### src/rtl/core/hybrid_pca_segmenter_assert.svh
// Assertion macros used by the segmenter top level.
`ifndef HYBRID_PCA_SEGMENTER_ASSERT_SVH
`define HYBRID_PCA_SEGMENTER_ASSERT_SVH

// Check that cons holds in the same cycle as ante.
`define HPS_ASSERT_NOW(name, clk, rst, ante, cons, msg) \
  name: assert property (@(posedge clk) disable iff (rst) (ante) |-> (cons)) \
    else $error(msg);

// Check that cons holds in the cycle after ante.
`define HPS_ASSERT_NEXT(name, clk, rst, ante, cons, msg) \
  name: assert property (@(posedge clk) disable iff (rst) (ante) |=> (cons)) \
    else $error(msg);

`endif

### src/rtl/core/hps_pkg.sv
// Shared types and constants of the segmenter.
`default_nettype none

package hps_pkg;

  localparam int CFG_IDX_W  = 2;
  localparam int CFG_DATA_W = 16;
  localparam int EB_W       = 16;
  localparam int WL_W       = 5;
  localparam int WPS_W      = 8;
  localparam int LEN_W      = 12;

  // Configuration register indexes
  typedef enum logic [CFG_IDX_W-1:0] {
    REG_ERROR_BOUND = 2'd0,
    REG_WINDOW_LEN  = 2'd1,
    REG_WPS         = 2'd2
  } cfg_reg_t;

  // Source of an emitted segment
  typedef enum logic [1:0] {
    EMIT_BUF  = 2'd0,
    EMIT_JOIN = 2'd1,
    EMIT_WIN  = 2'd2,
    EMIT_PMC  = 2'd3
  } emit_sel_t;

  typedef struct packed {
    logic      push;
    logic      merge;
    logic      buf_load_win;
    logic      clr_buf;
    logic      clr_win;
    logic      pmc_init;
    logic      pmc_adv;
    logic      emit;
    emit_sel_t emit_sel;
    logic      emit_last;
  } cmd_t;

  typedef struct packed {
    logic op_finish;
    logic full;
    logic joinable;
    logic wfits;
    logic buf_nonempty;
    logic win_nonempty;
    logic wps_reached;
    logic pmc_cut;
    logic pmc_last;
    logic out_free;
  } status_t;

endpackage

`default_nettype wire

### src/rtl/core/hps_if.sv
// Valid/ready channel interfaces for samples in and segments out.
`default_nettype none

interface hps_in_if #(
  parameter int SAMPLE_BITS = 16
) ();
  logic                          valid;
  logic                          ready;
  logic                          opcode;
  logic signed [SAMPLE_BITS-1:0] sample;

  modport source (output valid, output opcode, output sample, input ready);
  modport sink (input valid, input opcode, input sample, output ready);
endinterface

interface hps_out_if #(
  parameter int SAMPLE_BITS = 16
) ();
  logic                        valid;
  logic                        ready;
  logic [11:0]                 seg_length;
  logic signed [SAMPLE_BITS:0] seg_value_x2;
  logic                        run_last;

  modport source (output valid, output seg_length, output seg_value_x2, output run_last,
                  input ready);
  modport sink (input valid, input seg_length, input seg_value_x2, input run_last,
                output ready);
endinterface

`default_nettype wire

### src/rtl/core/hps_ram.sv
// Generic single-write, single-read RAM with registered read data.
`default_nettype none

module hps_ram #(
  parameter int WIDTH = 16,
  parameter int DEPTH = 16
) (
  input  wire logic                     clk,
  input  wire logic                     we,
  input  wire logic [$clog2(DEPTH)-1:0] waddr,
  input  wire logic [WIDTH-1:0]         wdata,
  input  wire logic [$clog2(DEPTH)-1:0] raddr,
  output logic      [WIDTH-1:0]         rdata
);

  logic [WIDTH-1:0] mem [DEPTH];

  // Write port
  always_ff @(posedge clk) begin
    if (we) begin
      mem[waddr] <= wdata;
    end
  end

  // Registered read port
  always_ff @(posedge clk) begin
    rdata <= mem[raddr];
  end

endmodule

`default_nettype wire

### src/rtl/core/hps_ctrl.sv
// Controller state machine: sequences window checks, flushes, finishes and re-splits.
`default_nettype none

module hps_ctrl (
  input  wire logic             clk,
  input  wire logic             rst,
  input  wire logic             in_valid,
  output logic                  in_ready,
  input  wire hps_pkg::status_t st,
  output hps_pkg::cmd_t         cmd
);
  import hps_pkg::*;

  typedef enum logic [2:0] {
    S_IDLE,
    S_EVAL,
    S_WPS,
    S_FLUSH,
    S_FIN,
    S_FINWIN,
    S_PMC,
    S_PMCEND
  } state_t;

  state_t state, state_next;
  logic   fin_mode, fin_mode_next;

  assign in_ready = (state == S_IDLE);

  // Next state and datapath commands
  always_comb begin
    state_next    = state;
    fin_mode_next = fin_mode;
    cmd           = '0;
    case (state)
      S_IDLE: begin
        if (in_valid) begin
          fin_mode_next = st.op_finish;
          if (st.op_finish) begin
            state_next = S_FIN;
          end else begin
            cmd.push   = 1'b1;
            state_next = S_EVAL;
          end
        end
      end
      S_EVAL: begin
        if (!st.full) begin
          state_next = S_IDLE;
        end else if (st.joinable) begin
          cmd.merge  = 1'b1;
          state_next = S_WPS;
        end else begin
          state_next = S_FLUSH;
        end
      end
      S_WPS: begin
        if (!st.wps_reached) begin
          cmd.clr_win = 1'b1;
          state_next  = S_IDLE;
        end else if (st.out_free) begin
          cmd.emit      = 1'b1;
          cmd.emit_sel  = EMIT_BUF;
          cmd.emit_last = 1'b1;
          cmd.clr_buf   = 1'b1;
          cmd.clr_win   = 1'b1;
          state_next    = S_IDLE;
        end
      end
      S_FLUSH: begin
        if (!st.buf_nonempty || st.out_free) begin
          // Emit the held buffer first, then deal with the window
          if (st.buf_nonempty) begin
            cmd.emit      = 1'b1;
            cmd.emit_sel  = EMIT_BUF;
            cmd.emit_last = st.wfits && (!fin_mode || !st.win_nonempty);
          end
          cmd.clr_buf = 1'b1;
          if (!st.wfits) begin
            cmd.pmc_init = 1'b1;
            state_next   = S_PMC;
          end else if (!fin_mode) begin
            cmd.buf_load_win = 1'b1;
            cmd.clr_win      = 1'b1;
            state_next       = S_IDLE;
          end else if (st.win_nonempty) begin
            state_next = S_FINWIN;
          end else begin
            cmd.clr_win = 1'b1;
            state_next  = S_IDLE;
          end
        end
      end
      S_FIN: begin
        if (!st.win_nonempty && !st.buf_nonempty) begin
          cmd.clr_buf = 1'b1;
          cmd.clr_win = 1'b1;
          state_next  = S_IDLE;
        end else if (st.joinable) begin
          if (st.out_free) begin
            cmd.emit      = 1'b1;
            cmd.emit_sel  = EMIT_JOIN;
            cmd.emit_last = 1'b1;
            cmd.clr_buf   = 1'b1;
            cmd.clr_win   = 1'b1;
            state_next    = S_IDLE;
          end
        end else begin
          state_next = S_FLUSH;
        end
      end
      S_FINWIN: begin
        if (st.out_free) begin
          cmd.emit      = 1'b1;
          cmd.emit_sel  = EMIT_WIN;
          cmd.emit_last = 1'b1;
          cmd.clr_buf   = 1'b1;
          cmd.clr_win   = 1'b1;
          state_next    = S_IDLE;
        end
      end
      S_PMC: begin
        // Hold on a cut while the output beat is still waiting
        if (!st.pmc_cut || st.out_free) begin
          cmd.pmc_adv = 1'b1;
          if (st.pmc_cut) begin
            cmd.emit     = 1'b1;
            cmd.emit_sel = EMIT_PMC;
          end
          if (st.pmc_last) begin
            state_next = S_PMCEND;
          end
        end
      end
      S_PMCEND: begin
        if (st.out_free) begin
          cmd.emit      = 1'b1;
          cmd.emit_sel  = EMIT_PMC;
          cmd.emit_last = 1'b1;
          cmd.clr_buf   = 1'b1;
          cmd.clr_win   = 1'b1;
          state_next    = S_IDLE;
        end
      end
      default: begin
        state_next = S_IDLE;
      end
    endcase
  end

  // State and mode registers
  always_ff @(posedge clk) begin
    if (rst) begin
      state    <= S_IDLE;
      fin_mode <= 1'b0;
    end else begin
      state    <= state_next;
      fin_mode <= fin_mode_next;
    end
  end

endmodule

`default_nettype wire

### src/rtl/core/hps_datapath.sv
// Datapath: configuration, window and buffer ranges, re-split walk, output register.
`default_nettype none

module hps_datapath #(
  parameter int MAX_WINDOW_LEN = 16,
  parameter int SAMPLE_BITS    = 16
) (
  input  wire logic                                 clk,
  input  wire logic                                 rst,
  input  wire logic                                 cfg_we,
  input  wire logic [hps_pkg::CFG_IDX_W-1:0]        cfg_addr,
  input  wire logic [hps_pkg::CFG_DATA_W-1:0]       cfg_data,
  input  wire logic                                 opcode,
  input  wire logic signed [SAMPLE_BITS-1:0]        sample,
  input  wire hps_pkg::cmd_t                        cmd,
  output hps_pkg::status_t                          st,
  hps_out_if.source                                 seg_ch
);
  import hps_pkg::*;

  localparam int CNT_W  = $clog2(MAX_WINDOW_LEN + 1);
  localparam int IDX_W  = $clog2(MAX_WINDOW_LEN);
  localparam int VX_W   = SAMPLE_BITS + 1;
  localparam int FIT_W  = (SAMPLE_BITS + 2 > EB_W + 2) ? SAMPLE_BITS + 2 : EB_W + 2;
  localparam int PROD_W = WPS_W + CNT_W + LEN_W;
  localparam logic signed [SAMPLE_BITS-1:0] SMAX = {1'b0, {(SAMPLE_BITS-1){1'b1}}};
  localparam logic signed [SAMPLE_BITS-1:0] SMIN = {1'b1, {(SAMPLE_BITS-1){1'b0}}};

  function automatic logic fits(input logic signed [SAMPLE_BITS-1:0] lo,
                                input logic signed [SAMPLE_BITS-1:0] hi,
                                input logic [EB_W-1:0] eb);
    logic signed [FIT_W-1:0] diff;
    logic signed [FIT_W-1:0] bound;
    diff  = FIT_W'(hi) - FIT_W'(lo);
    bound = $signed(FIT_W'({eb, 1'b0}));
    return diff <= bound;
  endfunction

  logic [EB_W-1:0]  error_bound;
  logic [WL_W-1:0]  window_len;
  logic [WPS_W-1:0] windows_per_segment;

  logic [CNT_W-1:0]              window_count;
  logic signed [SAMPLE_BITS-1:0] window_min, window_max;
  logic [WPS_W-1:0]              buffer_count;
  logic signed [SAMPLE_BITS-1:0] buffer_min, buffer_max;

  logic [IDX_W-1:0]              idx;
  logic signed [SAMPLE_BITS-1:0] p_lo, p_hi;
  logic signed [VX_W-1:0]        p_vx2;
  logic [CNT_W-1:0]              p_len;

  logic [CNT_W-1:0]              eff_len;
  logic [WPS_W-1:0]              wps_eff;
  logic signed [SAMPLE_BITS-1:0] j_lo, j_hi;
  logic signed [SAMPLE_BITS-1:0] y, lo_n, hi_n;
  logic [SAMPLE_BITS-1:0]        rd_data;
  logic [IDX_W-1:0]              raddr;
  logic                          cut;
  logic [PROD_W-1:0]             buf_prod;
  logic [LEN_W-1:0]              emit_len;
  logic signed [VX_W-1:0]        emit_vx2;

  // Configuration writes; unknown indexes are dropped
  always_ff @(posedge clk) begin
    if (rst) begin
      error_bound         <= '0;
      window_len          <= WL_W'(16);
      windows_per_segment <= WPS_W'(4);
    end else if (cfg_we) begin
      case (cfg_reg_t'(cfg_addr))
        REG_ERROR_BOUND: error_bound         <= cfg_data[EB_W-1:0];
        REG_WINDOW_LEN:  window_len          <= cfg_data[WL_W-1:0];
        REG_WPS:         windows_per_segment <= cfg_data[WPS_W-1:0];
        default: ;
      endcase
    end
  end

  // Effective window length and windows per segment
  always_comb begin
    if (window_len == '0) begin
      eff_len = CNT_W'(1);
    end else if (int'(window_len) > MAX_WINDOW_LEN) begin
      eff_len = CNT_W'(MAX_WINDOW_LEN);
    end else begin
      eff_len = CNT_W'(window_len);
    end
    wps_eff = (windows_per_segment == '0) ? WPS_W'(1) : windows_per_segment;
  end

  // Merged range of buffer and window
  assign j_lo = (buffer_min < window_min) ? buffer_min : window_min;
  assign j_hi = (buffer_max > window_max) ? buffer_max : window_max;

  // Window store
  assign raddr = cmd.pmc_init ? '0 : (cmd.pmc_adv ? IDX_W'(idx + IDX_W'(1)) : idx);

  hps_ram #(
    .WIDTH (SAMPLE_BITS),
    .DEPTH (MAX_WINDOW_LEN)
  ) u_store (
    .clk   (clk),
    .we    (cmd.push),
    .waddr (window_count[IDX_W-1:0]),
    .wdata (sample),
    .raddr (raddr),
    .rdata (rd_data)
  );

  // Current window count and range
  always_ff @(posedge clk) begin
    if (rst || cmd.clr_win) begin
      window_count <= '0;
      window_min   <= SMAX;
      window_max   <= SMIN;
    end else if (cmd.push) begin
      window_count <= window_count + CNT_W'(1);
      if (sample < window_min) begin
        window_min <= sample;
      end
      if (sample > window_max) begin
        window_max <= sample;
      end
    end
  end

  // Window buffer count and range
  always_ff @(posedge clk) begin
    if (rst) begin
      buffer_count <= '0;
      buffer_min   <= SMAX;
      buffer_max   <= SMIN;
    end else if (cmd.buf_load_win) begin
      buffer_count <= WPS_W'(1);
      buffer_min   <= window_min;
      buffer_max   <= window_max;
    end else if (cmd.clr_buf) begin
      buffer_count <= '0;
      buffer_min   <= SMAX;
      buffer_max   <= SMIN;
    end else if (cmd.merge) begin
      buffer_count <= buffer_count + WPS_W'(1);
      buffer_min   <= j_lo;
      buffer_max   <= j_hi;
    end
  end

  // Re-split walk over the stored points
  assign y    = $signed(rd_data);
  assign lo_n = (y < p_lo) ? y : p_lo;
  assign hi_n = (y > p_hi) ? y : p_hi;
  assign cut  = !fits(lo_n, hi_n, error_bound);

  always_ff @(posedge clk) begin
    if (cmd.pmc_init) begin
      idx   <= '0;
      p_lo  <= SMAX;
      p_hi  <= SMIN;
      p_len <= '0;
      p_vx2 <= '0;
    end else if (cmd.pmc_adv) begin
      idx <= IDX_W'(idx + IDX_W'(1));
      if (cut) begin
        p_lo  <= y;
        p_hi  <= y;
        p_len <= CNT_W'(1);
        p_vx2 <= VX_W'(y) + VX_W'(y);
      end else begin
        p_lo  <= lo_n;
        p_hi  <= hi_n;
        p_len <= p_len + CNT_W'(1);
        p_vx2 <= VX_W'(lo_n) + VX_W'(hi_n);
      end
    end
  end

  // Segment length and value for the selected source
  assign buf_prod = PROD_W'(buffer_count) * PROD_W'(eff_len);

  always_comb begin
    case (cmd.emit_sel)
      EMIT_BUF: begin
        emit_len = LEN_W'(buf_prod);
        emit_vx2 = VX_W'(buffer_min) + VX_W'(buffer_max);
      end
      EMIT_JOIN: begin
        emit_len = LEN_W'(buf_prod + PROD_W'(window_count));
        emit_vx2 = VX_W'(j_lo) + VX_W'(j_hi);
      end
      EMIT_WIN: begin
        emit_len = LEN_W'(window_count);
        emit_vx2 = VX_W'(window_min) + VX_W'(window_max);
      end
      EMIT_PMC: begin
        emit_len = LEN_W'(p_len);
        emit_vx2 = p_vx2;
      end
      default: begin
        emit_len = '0;
        emit_vx2 = '0;
      end
    endcase
  end

  // Output register: valid flag
  always_ff @(posedge clk) begin
    if (rst) begin
      seg_ch.valid <= 1'b0;
    end else if (cmd.emit) begin
      seg_ch.valid <= 1'b1;
    end else if (seg_ch.ready) begin
      seg_ch.valid <= 1'b0;
    end
  end

  // Output register: payload
  always_ff @(posedge clk) begin
    if (cmd.emit) begin
      seg_ch.seg_length   <= emit_len;
      seg_ch.seg_value_x2 <= emit_vx2;
      seg_ch.run_last     <= cmd.emit_last;
    end
  end

  // Status to the controller
  always_comb begin
    st.op_finish    = opcode;
    st.full         = (window_count >= eff_len);
    st.joinable     = fits(j_lo, j_hi, error_bound);
    st.wfits        = fits(window_min, window_max, error_bound);
    st.buf_nonempty = (buffer_count != '0);
    st.win_nonempty = (window_count != '0);
    st.wps_reached  = (buffer_count >= wps_eff);
    st.pmc_cut      = cut;
    st.pmc_last     = ((CNT_W'(idx) + CNT_W'(1)) == window_count);
    st.out_free     = !seg_ch.valid || seg_ch.ready;
  end

endmodule

`default_nettype wire

### src/rtl/core/hybrid_pca_segmenter.sv
// Hybrid piecewise constant segmenter: samples in, constant segments out.
// A sample that does not complete a window is accepted, then the window is
// checked. Completing a window merges it into the buffer and tests the buffer,
// or flushes the buffer; a window whose own range is too wide is re-split by
// walking the window store through its registered read port, which the flush
// state primes; the walk visits each stored point, then emits the final segment.
// A finish passes the finish state and, as needed, a flush and a window emit,
// or the re-split walk. Each segment waits for the single output register to
// be free, so a slow consumer stalls these steps. The window store is not
// cleared after reset: only points written in the current window are ever read.
`default_nettype none

module hybrid_pca_segmenter #(
  parameter int MAX_WINDOW_LEN = 16,
  parameter int SAMPLE_BITS    = 16
) (
  input  wire logic                            clk,
  input  wire logic                            rst,
  input  wire logic                            cfg_we,
  input  wire logic [hps_pkg::CFG_IDX_W-1:0]   cfg_addr,
  input  wire logic [hps_pkg::CFG_DATA_W-1:0]  cfg_data,
  hps_in_if.sink                               sample_ch,
  hps_out_if.source                            seg_ch
);
  import hps_pkg::*;

  `include "hybrid_pca_segmenter_assert.svh"

  cmd_t    cmd;
  status_t st;
  logic    in_ready;

  assign sample_ch.ready = in_ready;

  hps_ctrl u_ctrl (
    .clk      (clk),
    .rst      (rst),
    .in_valid (sample_ch.valid),
    .in_ready (in_ready),
    .st       (st),
    .cmd      (cmd)
  );

  hps_datapath #(
    .MAX_WINDOW_LEN (MAX_WINDOW_LEN),
    .SAMPLE_BITS    (SAMPLE_BITS)
  ) u_datapath (
    .clk      (clk),
    .rst      (rst),
    .cfg_we   (cfg_we),
    .cfg_addr (cfg_addr),
    .cfg_data (cfg_data),
    .opcode   (sample_ch.opcode),
    .sample   (sample_ch.sample),
    .cmd      (cmd),
    .st       (st),
    .seg_ch   (seg_ch)
  );

  // A segment is only loaded when the output register can take it
  `HPS_ASSERT_NOW(a_emit_free, clk, rst, cmd.emit, st.out_free, "emit into a held beat")
  // One item at a time: after an accepted beat the input is closed
  `HPS_ASSERT_NEXT(a_accept_close, clk, rst, sample_ch.valid && sample_ch.ready, !sample_ch.ready, "input open after accept")
  // The last segment of an item returns the block to idle
  `HPS_ASSERT_NEXT(a_last_idle, clk, rst, cmd.emit && cmd.emit_last, sample_ch.ready, "not idle after last segment")

endmodule

`default_nettype wire
### src/flat_wrapper.sv
// flat-port wrapper written by rule: the top's interface ports become plain ports
module hybrid_pca_segmenter_flat import hps_pkg::*;
#(
  parameter int MAX_WINDOW_LEN = 16,
  parameter int SAMPLE_BITS    = 16
)
  (clk, rst, cfg_we, cfg_addr, cfg_data, sample_ch_valid, sample_ch_opcode, sample_ch_sample, sample_ch_ready, seg_ch_valid, seg_ch_seg_length, seg_ch_seg_value_x2, seg_ch_run_last, seg_ch_ready);
  hps_in_if #(.SAMPLE_BITS(SAMPLE_BITS)) sample_ch_i ();
  hps_out_if #(.SAMPLE_BITS(SAMPLE_BITS)) seg_ch_i ();
  input  wire logic clk;
  input  wire logic rst;
  input  wire logic cfg_we;
  input  wire logic [hps_pkg::CFG_IDX_W-1:0] cfg_addr;
  input  wire logic [hps_pkg::CFG_DATA_W-1:0] cfg_data;
  input wire logic [$bits(sample_ch_i.valid)-1:0] sample_ch_valid;
  input wire logic [$bits(sample_ch_i.opcode)-1:0] sample_ch_opcode;
  input wire logic [$bits(sample_ch_i.sample)-1:0] sample_ch_sample;
  output wire logic [$bits(sample_ch_i.ready)-1:0] sample_ch_ready;
  output wire logic [$bits(seg_ch_i.valid)-1:0] seg_ch_valid;
  output wire logic [$bits(seg_ch_i.seg_length)-1:0] seg_ch_seg_length;
  output wire logic [$bits(seg_ch_i.seg_value_x2)-1:0] seg_ch_seg_value_x2;
  output wire logic [$bits(seg_ch_i.run_last)-1:0] seg_ch_run_last;
  input wire logic [$bits(seg_ch_i.ready)-1:0] seg_ch_ready;
  assign sample_ch_i.valid = sample_ch_valid;
  assign sample_ch_i.opcode = sample_ch_opcode;
  assign sample_ch_i.sample = sample_ch_sample;
  assign sample_ch_ready = sample_ch_i.ready;
  assign seg_ch_valid = seg_ch_i.valid;
  assign seg_ch_seg_length = seg_ch_i.seg_length;
  assign seg_ch_seg_value_x2 = seg_ch_i.seg_value_x2;
  assign seg_ch_run_last = seg_ch_i.run_last;
  assign seg_ch_i.ready = seg_ch_ready;
  hybrid_pca_segmenter #(.MAX_WINDOW_LEN(MAX_WINDOW_LEN), .SAMPLE_BITS(SAMPLE_BITS)) u_core (.clk(clk), .rst(rst), .cfg_we(cfg_we), .cfg_addr(cfg_addr), .cfg_data(cfg_data), .sample_ch(sample_ch_i), .seg_ch(seg_ch_i));
endmodule
### config.mk
export PLATFORM = sky130hd
export DESIGN_NAME = hybrid_pca_segmenter_flat
export DESIGN_NICKNAME = d
export VERILOG_FILES = /design/src/rtl/core/hps_pkg.sv /design/src/rtl/core/hps_if.sv /design/src/rtl/core/hps_ram.sv /design/src/rtl/core/hps_ctrl.sv /design/src/rtl/core/hps_datapath.sv /design/src/rtl/core/hybrid_pca_segmenter.sv /design/src/flat_wrapper.sv
export VERILOG_INCLUDE_DIRS = /design/src /design/src/rtl/core
export SDC_FILE = /design/constraint.sdc
export NUM_CORES = 1
export LEC_CHECK = 0
export BUFFER_PORTS_ARGS = -buffer_cell sky130_fd_sc_hd__buf_2
export CAP_MARGIN = 10
export CORE_UTILIZATION = 33
export CTS_CLUSTER_SIZE = 28
export DETAILED_ROUTE_END_ITERATION = 6
export PLACE_DENSITY = 0.55
export REMOVE_ABC_BUFFERS = 1
export SETUP_SLACK_MARGIN = 0.3
export SYNTH_ARGS = -nofsm -noshare
export SYNTH_HDL_FRONTEND = slang
export SYNTH_HIERARCHICAL = 1
export SYNTH_SLANG_ARGS = --single-unit
export TNS_END_PERCENT = 100
### constraint.sdc
create_clock -name clk -period 7.9 [get_ports clk]
set_input_delay 1.58 -clock clk [delete_from_list [all_inputs] [get_ports clk]]
set_output_delay 1.58 -clock clk [all_outputs]
set_load 0.05 [all_outputs]
# --- Yosys cells after proc, flatten, opt, wreduce, memory -nomap -nowiden ---
# Memories as Yosys holds them, arrays and structs flattened. A register that Yosys moved wholly into a read port is not among the register bits.
# Cells that the tools add are included.
totals:
  ram_bits: 256
  out_inout_bits: 32
  memories: 1
  input_bits: 40
  reg_bits: 199
op_classes:
  n_mul: 1
  n_reduce_logical: 29
  n_lt_le_gt_ge: 12
  n_eq_ne: 17
  n_addsub: 14
  n_mux: 78
memory_table:
  columns: ["memory", "words", "width", "rd", "rd_clocked_by_memory_dff", "write_ports", "line", "rtl"]
  rows:
  - ["u_core.u_datapath.u_store.mem", 16, 16, 1, 1, 1, "hps_ram.sv:16", "logic [WIDTH-1:0] mem [DEPTH];"]
op_table:
  columns: ["op", "n"]
  rows:
  - ["16-bit two-way mux", 12]
  - ["16-bit by 16-bit adder with 17-bit output", 5]
  - ["17-bit case mux with 4 select lines", 1]
  - ["17-bit by 18-bit less-or-equal comparator with 1-bit output", 3]
  - ["4-bit two-way mux", 13]
  - ["16-bit by 16-bit subtractor with 17-bit output", 3]
  - ["16-bit > comparator", 3]
  - ["16-bit < comparator", 3]
  - ["12-bit case mux with 4 select lines", 1]
  - ["3-bit two-way mux", 14]
  - ["1-bit two-way mux", 25]
  - ["3-bit case mux with 7 select lines", 1]
  - ["3-bit case mux with 6 select lines", 1]
  - ["17-bit two-way mux", 1]
  - ["5-bit two-way mux", 3]
  - ["12-bit by 5-bit adder with 12-bit output", 1]
  - ["3-bit equality test, second input constant", 4]
  - ["8-bit by 5-bit multiplier with 12-bit output", 1]
  - ["2-bit AND reduction", 6]
  - ["5-bit by 1-bit adder with 5-bit output, second input constant", 2]
  - ["8-bit by 1-bit adder with 8-bit output, second input constant", 1]
  - ["8-bit >= comparator", 1]
  - ["8-bit zero test", 1]
  - ["8-bit two-way mux", 1]
  - ["27 further kinds", 44]

# --- Longest topological paths before layout ---
# Gate-level depths: netlist (run 1).
logic_depth:
  ltp_word: 10
  mapped_depth: 44
  depth_no_buf: 37

# --- Cells and area by module ---
# Netlist (run 1), hierarchy kept.
by_module_without_submodules:
  columns: ["mod", "cells_each", "area_per_inst_um2", "instances", "seq_area_each_um2"]
  rows:
  - ["hps_datapath", 2235, 19055.8, 1, 4204.0]
  - ["hps_ram", 432, 10042.1, 1, 8007.7]
  - ["hps_ctrl", 88, 589.3, 1, 80.1]

# --- Worst setup path after synthesis (run 1) ---
# OpenSTA, ideal clock, no wires.
synth_path:
  path_kind: "reg-to-reg"
  startpoint: "register u_core.u_datapath.p_hi[15]"
  endpoint: "register u_core.u_datapath.u_store.rdata[11], read port of u_core.u_datapath.u_store.mem"
  period_less_slack_ns: 8.169
  arrival_ns: 8.049
  path_buffers: 7
  slack_ns: -0.269
  stages_incl_launch_ff: 38
  setup_time_ns: 0.120
  required_time_ns: 7.780
  cell_sequence: "dfxtp_1 > inv_1 > ha_1 > or4b_1 > a21oi_1 > o21ai_1 > o211ai_2 > clkbuf_1 > mux2_1 > fa_1 > nor2b_2 > o311ai_2 > a2111oi_2 > or3_1 > a21oi_1 > nor2_1 > nor2_1 > xnor2_1 > [2 not listed] > nand3_1 > or4_1 > o311ai_0 > or2_1 > buf_6 > inv_2 > buf_4 > nor2b_1 > nor2_1 > clkbuf_1 > clkbuf_1 > xnor2_1 > nor2_1 > buf_6 > buf_6 > mux4_1 > a22oi_1 > nand2_1"
synth_lines:
  columns: ["element", "line", "rtl"]
  rows:
  - ["start: declaration", "hps_datapath.sv:49", "logic signed [SAMPLE_BITS-1:0] p_lo, p_hi;"]
  - ["start signal: assignment", "hps_datapath.sv:166", "p_hi <= y;"]
  - ["start signal: assignment", "hps_datapath.sv:171", "p_hi <= hi_n;"]
  - ["end: declaration", "hps_ram.sv:13", "output logic [WIDTH-1:0] rdata"]

==> flow_summary.toml, run 1 <==
[clock_tree]
clk_latency_ps = 650
holdBufCountCts = 0
clock_path_buffers = 3
cts.clk_slew.worst_paths_ps = 60
cts_tree = "built"
cts_max_level = 2
cts_buffers = 55
cts-root-buf = "clkbuf_16"
cts.sink_count = 471

[synthesis]
synth-edff-count = 286
ys_top_cells_by_count = "294 x ha_1, 286 x edfxtp_1, 205 x nand2_1"
async_flop_share_pct = 0
post_synth_num_cell_types = 101
avgSynthCellArea_um2 = 10.78
synth_cells = 2755
yosysMostFrequentCell = "ha_1"
synthTopCellsByArea = "edfxtp_1 29%, dfxtp_1 12%, ha_1 12%, mux4_2 5.4%, mux2i_1 3.3%"
ys_warn_count = 6
yosysTopAreaCell = "edfxtp_1"
syn_area_um2 = 29690
synthFlopType = "edfxtp_1"
synth.top_cell.area_share_pct = 28.93
ys_ff_latch = 471
seq_area_frac_synth_pct = 41.40

[timing]
maxSlewHeadroom_pct = 19.76
fin_crit_ps = 7372
hold_viol = 0
timing.fmax_mhz = 135.7
setup_viol = 0
worst_pin_slew_ps = 1202
drv_slew = 0
worst_slack_ps = 528.2
final.setup.tns_ps = 0
hold_ws_ps = 458.3
period_share_pct = 93.31
rsz0062_at_grt = "false"
skew_ps = 69.05

[finish]
fill_cells = 8654
drive_gt1_share_pct = 18.64
stdcell_count = 4160
multi_input_area_um2 = 16500
seq_area_um2 = 12310
fin_area_um2 = 34780
num-nets-final = 3307
syn_to_final_growth_pct = 17.15
fin_util_pct = 39.17

[setup_path]
cp_max_fo = 5
startpoint_type = "flop"
slowest_stage = "or4_4"
critical_path_class = "flop to flop"
worst_ep_arrival_time_ps = 7870
max_stage_delay_ps = 520
r2r_cells = 35
r2r_slack_ps = 530
reg2reg_from = "u_core/u_datapath/u_store/rdata[13]"
end_kind = "flop"
timing.rr.end = "u_core/u_datapath/u_store/rdata[12]"
critPathRequiredTime_ps = 8400

[floorplan]
core_um2 = 88780
die_area_um2 = 91160
die_h_um = 301.9
initial_core_util_pct = 33.44
std_cell_rows = 109
die-width_um = 301.9
ios = 72

[run_status]
violations = "design-rule violations"
status = "complete, but fails checks"

[power]
vdd_drop_max_mv = 0.4089
p_sw_mw = 4.432
power.density_nw_per_um2 = 321.3
p_comb_share_pct = 51.7
seqPwrFrac_pct = 26.0
pwr-share-clk_pct = 22.2
p_int_mw = 6.743
swShare_pct = 39.66
p_leak_nw = 13.71
p_total_mw = 11.17

[hold_path]
min-delay-start = "u_core/u_datapath/error_bound[11]"
hold_class = "flop to flop"
worst_hold_path.num_cells = 2
whs_endpoint = "u_core/u_datapath/error_bound[11]"

[routing]
highest_layer = "met4"
viasPerCell = 5.226
dr.pass1.iters = 7
wl_met2_um = 40330
drtIter0Drc = 1436
vias = 21739
drcViolationCount = 6
wirelength_um = 85200
wl_per_cell_um = 20.48
m1WireLength_um = 39450
ant_nets = 0
met3_length_um = 3785

[placement]
dp_cells = 4027
place_congestion = 0.9099
portBuffers = 71
hpwl_um = 63400
pre_cts_slack_ps = 95.94
postPlaceCellArea_um2 = 32340

[global_route]
grt_start_max_net_pins = 48
antenna_found_initial = 2
grt_first_pass_wirelength_um = 128900
track_usage_pct = 18.59
grt_pass1_vias = 21253
grt_overflow = 0

[job]
maxCapViolCount = 0
## cell families after synthesis
logic type	Yosys count	share of synthesized area, %
buffers and inverters	324	4.615
adders and majority gates	319	14.08
DFF	471	41.40
and+or+nand+nor	754	12.42
xor gates and xnor gates	123	3.629
muxes	235	11.70
AOI/OAI and AO/OA	529	12.16
## layer usage
metal / vias to the layer above / track usage (%)
met5: - / 0
met3: 96 / 2.420
met2: 490 / 31.08
met4: 0 / 4.101
li1: 10442 / -
met1: 10711 / 25.56
## state kept, by name, summed over array words and instances (netlist names), 3 cells and up
register,cells
u_core/u_datapath/u_store/mem,256
u_core/u_datapath/window_min,16
u_core/u_datapath/p_lo,16
u_core/u_datapath/window_max,16
u_core/u_datapath/p_len,5
u_core/u_ctrl/state,3
u_core/u_datapath/seg_ch.seg_value_x2,17
u_core/u_datapath/buffer_count,8
u_core/u_datapath/window_len,5
u_core/u_datapath/error_bound,16
u_core/u_datapath/window_count,5
u_core/u_datapath/p_hi,16
u_core/u_datapath/windows_per_segment,8
u_core/u_datapath/buffer_min,16
u_core/u_datapath/idx,4
u_core/u_datapath/buffer_max,16
u_core/u_datapath/u_store/rdata,16
u_core/u_datapath/seg_ch.seg_length,12
u_core/u_datapath/p_vx2,17
## timing repair
| action | 4_1_cts | 5_1_grt |
|---|---|---|
| setup endpoints to repair | 41 | 110 |
| pin swaps | 1 | 27 |
| buffers inserted | 1 | 26 |
| cloned | 0 | 2 |
| resized for setup | 7 | 91 |
## power groups by stage
stage	Sequential (mW)	Combinational (mW)	Clock, mW
floorplan	2.92	3.62	0
global placement	2.96	5.37	0
detailed placement	2.96	5.36	0
CTS	2.91	5.41	2.55
global route	2.92	6.34	2.65
finish	2.91	5.78	2.48
## how the worst max path moves through the flow
stage	start	end	slack (ps)	depth (start not counted)
floorplan	u_core/u_datapath/p_hi[15]	u_core/u_datapath/u_store/rdata[0]	-5820	30
finish	u_core/u_datapath/u_store/rdata[13]	u_core/u_datapath/u_store/rdata[12]	530	35
CTS	u_core/u_datapath/u_store/rdata[9]	u_core/u_datapath/u_store/rdata[15]	300	32
global placement	u_core/u_datapath/window_min[2]	u_core/u_datapath/seg_ch.seg_length[11]	170	32
detailed placement	u_core/u_datapath/window_min[2]	u_core/u_datapath/seg_ch.seg_length[11]	100	32
global route	u_core/u_datapath/u_store/rdata[13]	u_core/u_datapath/u_store/rdata[1]	210	34
## cells in the final DEF (no fill, tap or decap), types with 52 or more instances in the layout
| master | synthesis | routed |
|---|---|---|
| a21o_1 | 52 | 52 |
| nand2_1 | 205 | 203 |
| nand2b_1 | 64 | 64 |
| dfxtp_1 | 185 | 175 |
| inv_1 | 201 | 201 |
| buf_2 | 11 | 71 |
| xnor2_1 | 92 | 91 |
| nor2_1 | 204 | 184 |
| mux4_2 | 71 | 71 |
| clkbuf_16 | 0 | 57 |
| buf_4 | 9 | 158 |
| edfxtp_1 | 286 | 286 |
| mux2i_1 | 98 | 97 |
| a21oi_1 | 138 | 128 |
| ha_1 | 294 | 288 |
## layout make-up
class | count | area share (%)
antenna | 1 | 0.007195
clock buffer | 82 | 4.454
clock inverter | 21 | 0.6728
inverter | 207 | 2.234
multi-input combinational | 1960 | 47.44
sequential | 471 | 35.39
tap | 1165 | 4.191
timing repair buffer | 253 | 5.612
## critical path: cells and delay by family (launching register included)
kind                       cells  cell delay (ps)
DFF                            1              480
xor gates and xnor gates       2              200
adders and majority gates      4             1180
and+or+nand+nor               13             2500
buffers and inverters          5              520
AOI/OAI and AO/OA             10             1850
muxes                          1              500
No activity file was read; power rests on OpenSTA's default activity.
==> run 2, diff against run 1 <==
--- a/config.mk
+++ b/config.mk
@@ -11,7 +11,7 @@
 export CORE_UTILIZATION = 33
 export CTS_CLUSTER_SIZE = 28
 export DETAILED_ROUTE_END_ITERATION = 6
-export PLACE_DENSITY = 0.55
+export PLACE_DENSITY = 0.53
 export REMOVE_ABC_BUFFERS = 1
 export SETUP_SLACK_MARGIN = 0.3
 export SYNTH_ARGS = -nofsm -noshare
==> constraint.sdc (replaced) <==
create_clock -name clk -period 7.05 [get_ports clk]
set_input_delay 1.41 -clock clk [delete_from_list [all_inputs] [get_ports clk]]
set_output_delay 1.41 -clock clk [all_outputs]
set_load 0.05 [all_outputs]
==> flow_summary.toml, run 2 (synthesis gave the netlist of run 1 again) <==
[run_status]
status = "complete, but fails checks"
violations = "design-rule violations, negative setup slack"

[power]
vdd_drop_max_mv = 0.4457
p_total_mw = 14.14
p_leak_nw = 15.34
power.density_nw_per_um2 = 372.1

[global_route]
track_usage_pct = 20.11
grt_overflow = 0
antenna_found_initial = 2
grt_start_max_net_pins = 84
grt_first_pass_wirelength_um = 139000
grt_pass1_vias = 22980

[clock_tree]
cts.clk_slew.worst_paths_ps = 70
cts_tree = "built"
clock_path_buffers = 3
cts_max_level = 2
holdBufCountCts = 0
cts.sink_count = 471
clk_latency_ps = 660
cts_buffers = 54
cts-root-buf = "clkbuf_16"

[timing]
maxSlewHeadroom_pct = 29.46
fin_crit_ps = 7275
rsz0062_at_grt = "true"
skew_ps = 58.18
period_share_pct = 103.2
worst_pin_slew_ps = 1055
drv_slew = 0
setup_viol = 17
timing.fmax_mhz = 137.4
hold_viol = 0
hold_ws_ps = 463.2
worst_slack_ps = -225.4

[setup_path]
critPathRequiredTime_ps = 7560
critical_path_class = "flop to flop"
critPathBufInv = 7
path_delay_family = "simple AND/OR/NAND/NOR gates"
slowest_stage = "mux4_2"
cp_max_fo = 6
end_kind = "flop"
worst_ep_arrival_time_ps = 7780
max_stage_delay_ps = 500
startpoint_type = "flop"

[routing]
vias = 22953
wirelength_um = 93460
drcViolationCount = 5
drtIter0Drc = 1407
dr.pass1.iters = 7
wl_per_cell_um = 21.29
ant_nets = 0
viasPerCell = 5.228

[floorplan]
std_cell_rows = 109
core_um2 = 88780
ios = 72
die_area_um2 = 91160
die-width_um = 301.9
die_h_um = 301.9
initial_core_util_pct = 33.44

[hold_path]
hold_class = "flop to flop"

[finish]
largest_register_ffs = 256
drive_gt1_share_pct = 29.40
reg.largest.list = "u_core/u_datapath/u_store/mem (256), u_core/u_datapath/p_vx2 (17), u_core/u_datapath/seg_ch.seg_value_x2 (17)"
num-nets-final = 3540
stdcell_count = 4390
layout_commonest_cell = "buf_4"
final_cell_mix = "333 x buf_4, 286 x edfxtp_1, 269 x ha_1, 192 x inv_1, 176 x nor2_1"
antennaDiodeCount = 0
largest-register = "u_core/u_datapath/u_store/mem"
syn_to_final_growth_pct = 28.02
fin_area_um2 = 38010

[job]
maxCapViolCount = 0

[placement]
place_congestion = 0.9394
pre_cts_slack_ps = -664.7
dp_cells = 4215
portBuffers = 71
hpwl_um = 67260
postPlaceCellArea_um2 = 33820
## run 2: cell count changes in the layout (fill, tap and decap cells not counted), sizes merged, moves of 3 or more
cell,previous run,this run
buf,251,481
clkbuf,84,70
bufinv,1,7
clkinv,11,17
bufbuf,0,3
## run 2: path summary, 6_finish.rpt
kind | slack [ps] | end | start | cells past startpoint
setup reg to reg | -230 | u_core/u_datapath/u_store/rdata[10] | u_core/u_datapath/u_store/rdata[9] | 36
setup / recovery | -230 | u_core/u_datapath/u_store/rdata[10] | u_core/u_datapath/u_store/rdata[9] | 36
hold reg to reg | 460 | u_core/u_datapath/error_bound[5] | u_core/u_datapath/error_bound[5] | 2
hold / removal | 460 | u_core/u_datapath/error_bound[5] | u_core/u_datapath/error_bound[5] | 2
## run 2: layout make-up
class,count,area (um2)
clock inverters,31,436.7
repair buffers,485,4257
well taps,1165,1458
clock buffers,69,1520
flip-flops and latches,471,12310
fillers,8200,50780
multi-input cells,1962,17240
inverters,207,782.0
## run 2: stage by stage
step	setup TNS (ps)	util [%]
after CTS	-576.6	41.88
after floorplan	-350810	-
after global routing	-12360	42.81
final	-2216	42.81
after global placement	-22570	38.10
after detailed placement	-29280	38.10
## run 2: metal layers
layer | routed length (um) | track usage [%]
met1 | 41560 | 26.43
met5 | 8 | 0
met3 | 4360 | 2.866
met2 | 44390 | 33.96
met4 | 3146 | 6.518
## run 2: power by group
group | internal (mW) | switching [mW] | leakage, nW | total [mW]
clock | 1.80 | 1.25 | 0.933 | 3.04
combinational | 3.68 | 4.19 | 10.3 | 7.87
sequential | 3.07 | 0.153 | 4.07 | 3.23
total | 8.56 | 5.59 | 15.3 | 14.1
## run 2: repair_timing
action / 4_1_cts / 5_1_grt
setup endpoints to repair: 202 / 208
buffers inserted: 36 / 23
cloned: 12 / 4
endpoints found under the hold margin: 0 / 0
pin swaps: 77 / 75
resized for setup: 199 / 139
## run 2: worst register-to-register path: cells and delay by family, from the launching register on
kind / cells / cell delay (ps)
buffers and inverters: 7 / 850
AO/OA/AOI/OAI: 10 / 1720
adder cells (fa/ha/maj): 4 / 1150
XOR/XNOR: 2 / 290
flip-flops: 1 / 370
multiplexers: 1 / 500
AND/OR/NAND/NOR: 12 / 2210
==> run 3, diff against run 2 <==
--- a/config.mk
+++ b/config.mk
@@ -11,8 +11,8 @@
 export CORE_UTILIZATION = 33
 export CTS_CLUSTER_SIZE = 28
 export DETAILED_ROUTE_END_ITERATION = 6
+export GPL_TIMING_DRIVEN = 1
 export PLACE_DENSITY = 0.53
-export REMOVE_ABC_BUFFERS = 1
 export SETUP_SLACK_MARGIN = 0.3
 export SYNTH_ARGS = -nofsm -noshare
 export SYNTH_HDL_FRONTEND = slang
==> flow_summary.toml, run 3 (synthesis gave the netlist of run 1 again) <==
[run_status]
status = "complete, but fails checks"
violations = "design-rule violations, negative setup slack"

[global_route]
antenna_found_initial = 1
grt_pass1_vias = 22524
grt_overflow = 0
track_usage_pct = 19.72
grt_first_pass_wirelength_um = 136800
grt_start_max_net_pins = 85

[routing]
dr.pass1.iters = 7
wirelength_um = 92010
wl_per_cell_um = 21.35
vias = 22739
drcViolationCount = 10
ant_nets = 0
viasPerCell = 5.276
drtIter0Drc = 1500

[clock_tree]
holdBufCountCts = 0
cts.sink_count = 471
cts_tree = "built"
clock_path_buffers = 3
cts_buffers = 54
cts-root-buf = "clkbuf_16"
cts_max_level = 2
cts.clk_slew.worst_paths_ps = 60
clk_latency_ps = 660

[timing]
period_share_pct = 101.1
setup_viol = 11
fin_crit_ps = 7128
hold_viol = 0
timing.fmax_mhz = 140.3
maxSlewHeadroom_pct = 28.93
rsz0062_at_grt = "true"
drv_slew = 0
skew_ps = 74.70
hold_ws_ps = 459.5
final.setup.tns_ps = -423.8
worst_pin_slew_ps = 1063
worst_slack_ps = -78.31

[floorplan]
die_area_um2 = 91160
initial_core_util_pct = 33.44
ios = 72
std_cell_rows = 109
die_h_um = 301.9
die-width_um = 301.9
core_um2 = 88780

[synthesis]
syn-num-nets = 3114

[placement]
portBuffers = 71
dp_cells = 4147
hpwl_um = 67600
place_congestion = 0.9224

[finish]
final_cell_mix = "286 x edfxtp_1, 277 x ha_1, 268 x buf_4, 201 x nand2_1, 192 x inv_1"
layout_commonest_cell = "edfxtp_1"
reg.largest.list = "u_core/u_datapath/u_store/mem (256), u_core/u_datapath/p_vx2 (17), u_core/u_datapath/seg_ch.seg_value_x2 (17)"
largest-register = "u_core/u_datapath/u_store/mem"
syn_to_final_growth_pct = 25.05
num-nets-final = 3460
stdcell_count = 4310
drive_gt1_share_pct = 27.04
largest_register_ffs = 256
fill_cells = 8297

[setup_path]
cp_max_fo = 8
end_kind = "flop"
critPathRequiredTime_ps = 7600
max_stage_delay_ps = 510
startpoint_type = "flop"
critical_path_class = "flop to flop"
slowest_stage = "mux4_2"
worst_ep_arrival_time_ps = 7680

[power]
vdd_drop_max_mv = 0.4775
p_leak_nw = 14.78
p_total_mw = 13.60
power.density_nw_per_um2 = 366.4

[job]
maxCapViolCount = 0

[hold_path]
hold_class = "flop to flop"
==> run 3: power breakdown <==
part | internal (mW) | leakage (nW) | switching, mW | total (mW)
Clock | 1.79 | 0.922 | 1.24 | 3.03
Sequential | 3.08 | 4.07 | 0.158 | 3.24
Combinational | 3.35 | 9.79 | 3.98 | 7.34
==> run 3: metal layers <==
metal  up-vias  global-route usage [%]  wire length, um
met5         -                       0                8
met4         2                   5.183             2262
met3       120                   2.162             4215
met2       595                   32.83            43410
met1     11261                   27.19            42110
li1      10761                       -                -
==> run 3: final timing paths <==
check	slack (ps)	cells after the start	end	startpoint
worst max-delay path	-80	34	u_core/u_datapath/u_store/rdata[10]	u_core/u_datapath/u_store/rdata[13]
worst min register to register	460	2	u_core/u_datapath/error_bound[14]	u_core/u_datapath/error_bound[14]
worst min-delay path	460	2	u_core/u_datapath/error_bound[14]	u_core/u_datapath/error_bound[14]
worst max register to register	-80	34	u_core/u_datapath/u_store/rdata[10]	u_core/u_datapath/u_store/rdata[13]
==> run 3: cell type report <==
cell class                      instances  area [um2]  share of cell area (%)
Antenna cell                            1       2.502                0.006741
Clock buffer                           68        1464                   3.943
Clock inverter                         31       470.5                   1.267
Inverter                              207       783.3                   2.110
Multi-Input combinational cell       1961       17150                   46.19
Sequential cell                       471       12330                   33.20
Tap cell                             1165        1458                   3.927
Timing Repair Buffer                  406        3472                   9.353
==> run 3: what timing repair did <==
action	in CTS	in global routing
resized for setup	117	142
setup buffers	33	19
gates cloned	4	6
endpoints found under the setup margin	114	189
pin swaps	58	81
==> run 3: metrics by stage <==
step           worst slack [ps]  util [%]  area (um2)
2_1_floorplan            -236.0         -       29930
3_3_place_gp             -103.8     37.71       33480
3_5_place_dp             -156.3     37.71       33480
4_1_cts                   75.83     40.88       36290
5_1_grt                  -321.0     41.81       37120
6_report                 -78.31     41.81       37120
==> run 3: critical path: cells and delay by family, from the launching register on <==
family	cells	cell delay [ps]
simple gates	13	2710
compound gates	8	1380
fa+ha+maj	3	830
mux	2	830
buf+inv	6	730
flops	1	340
xor+xnor	2	200
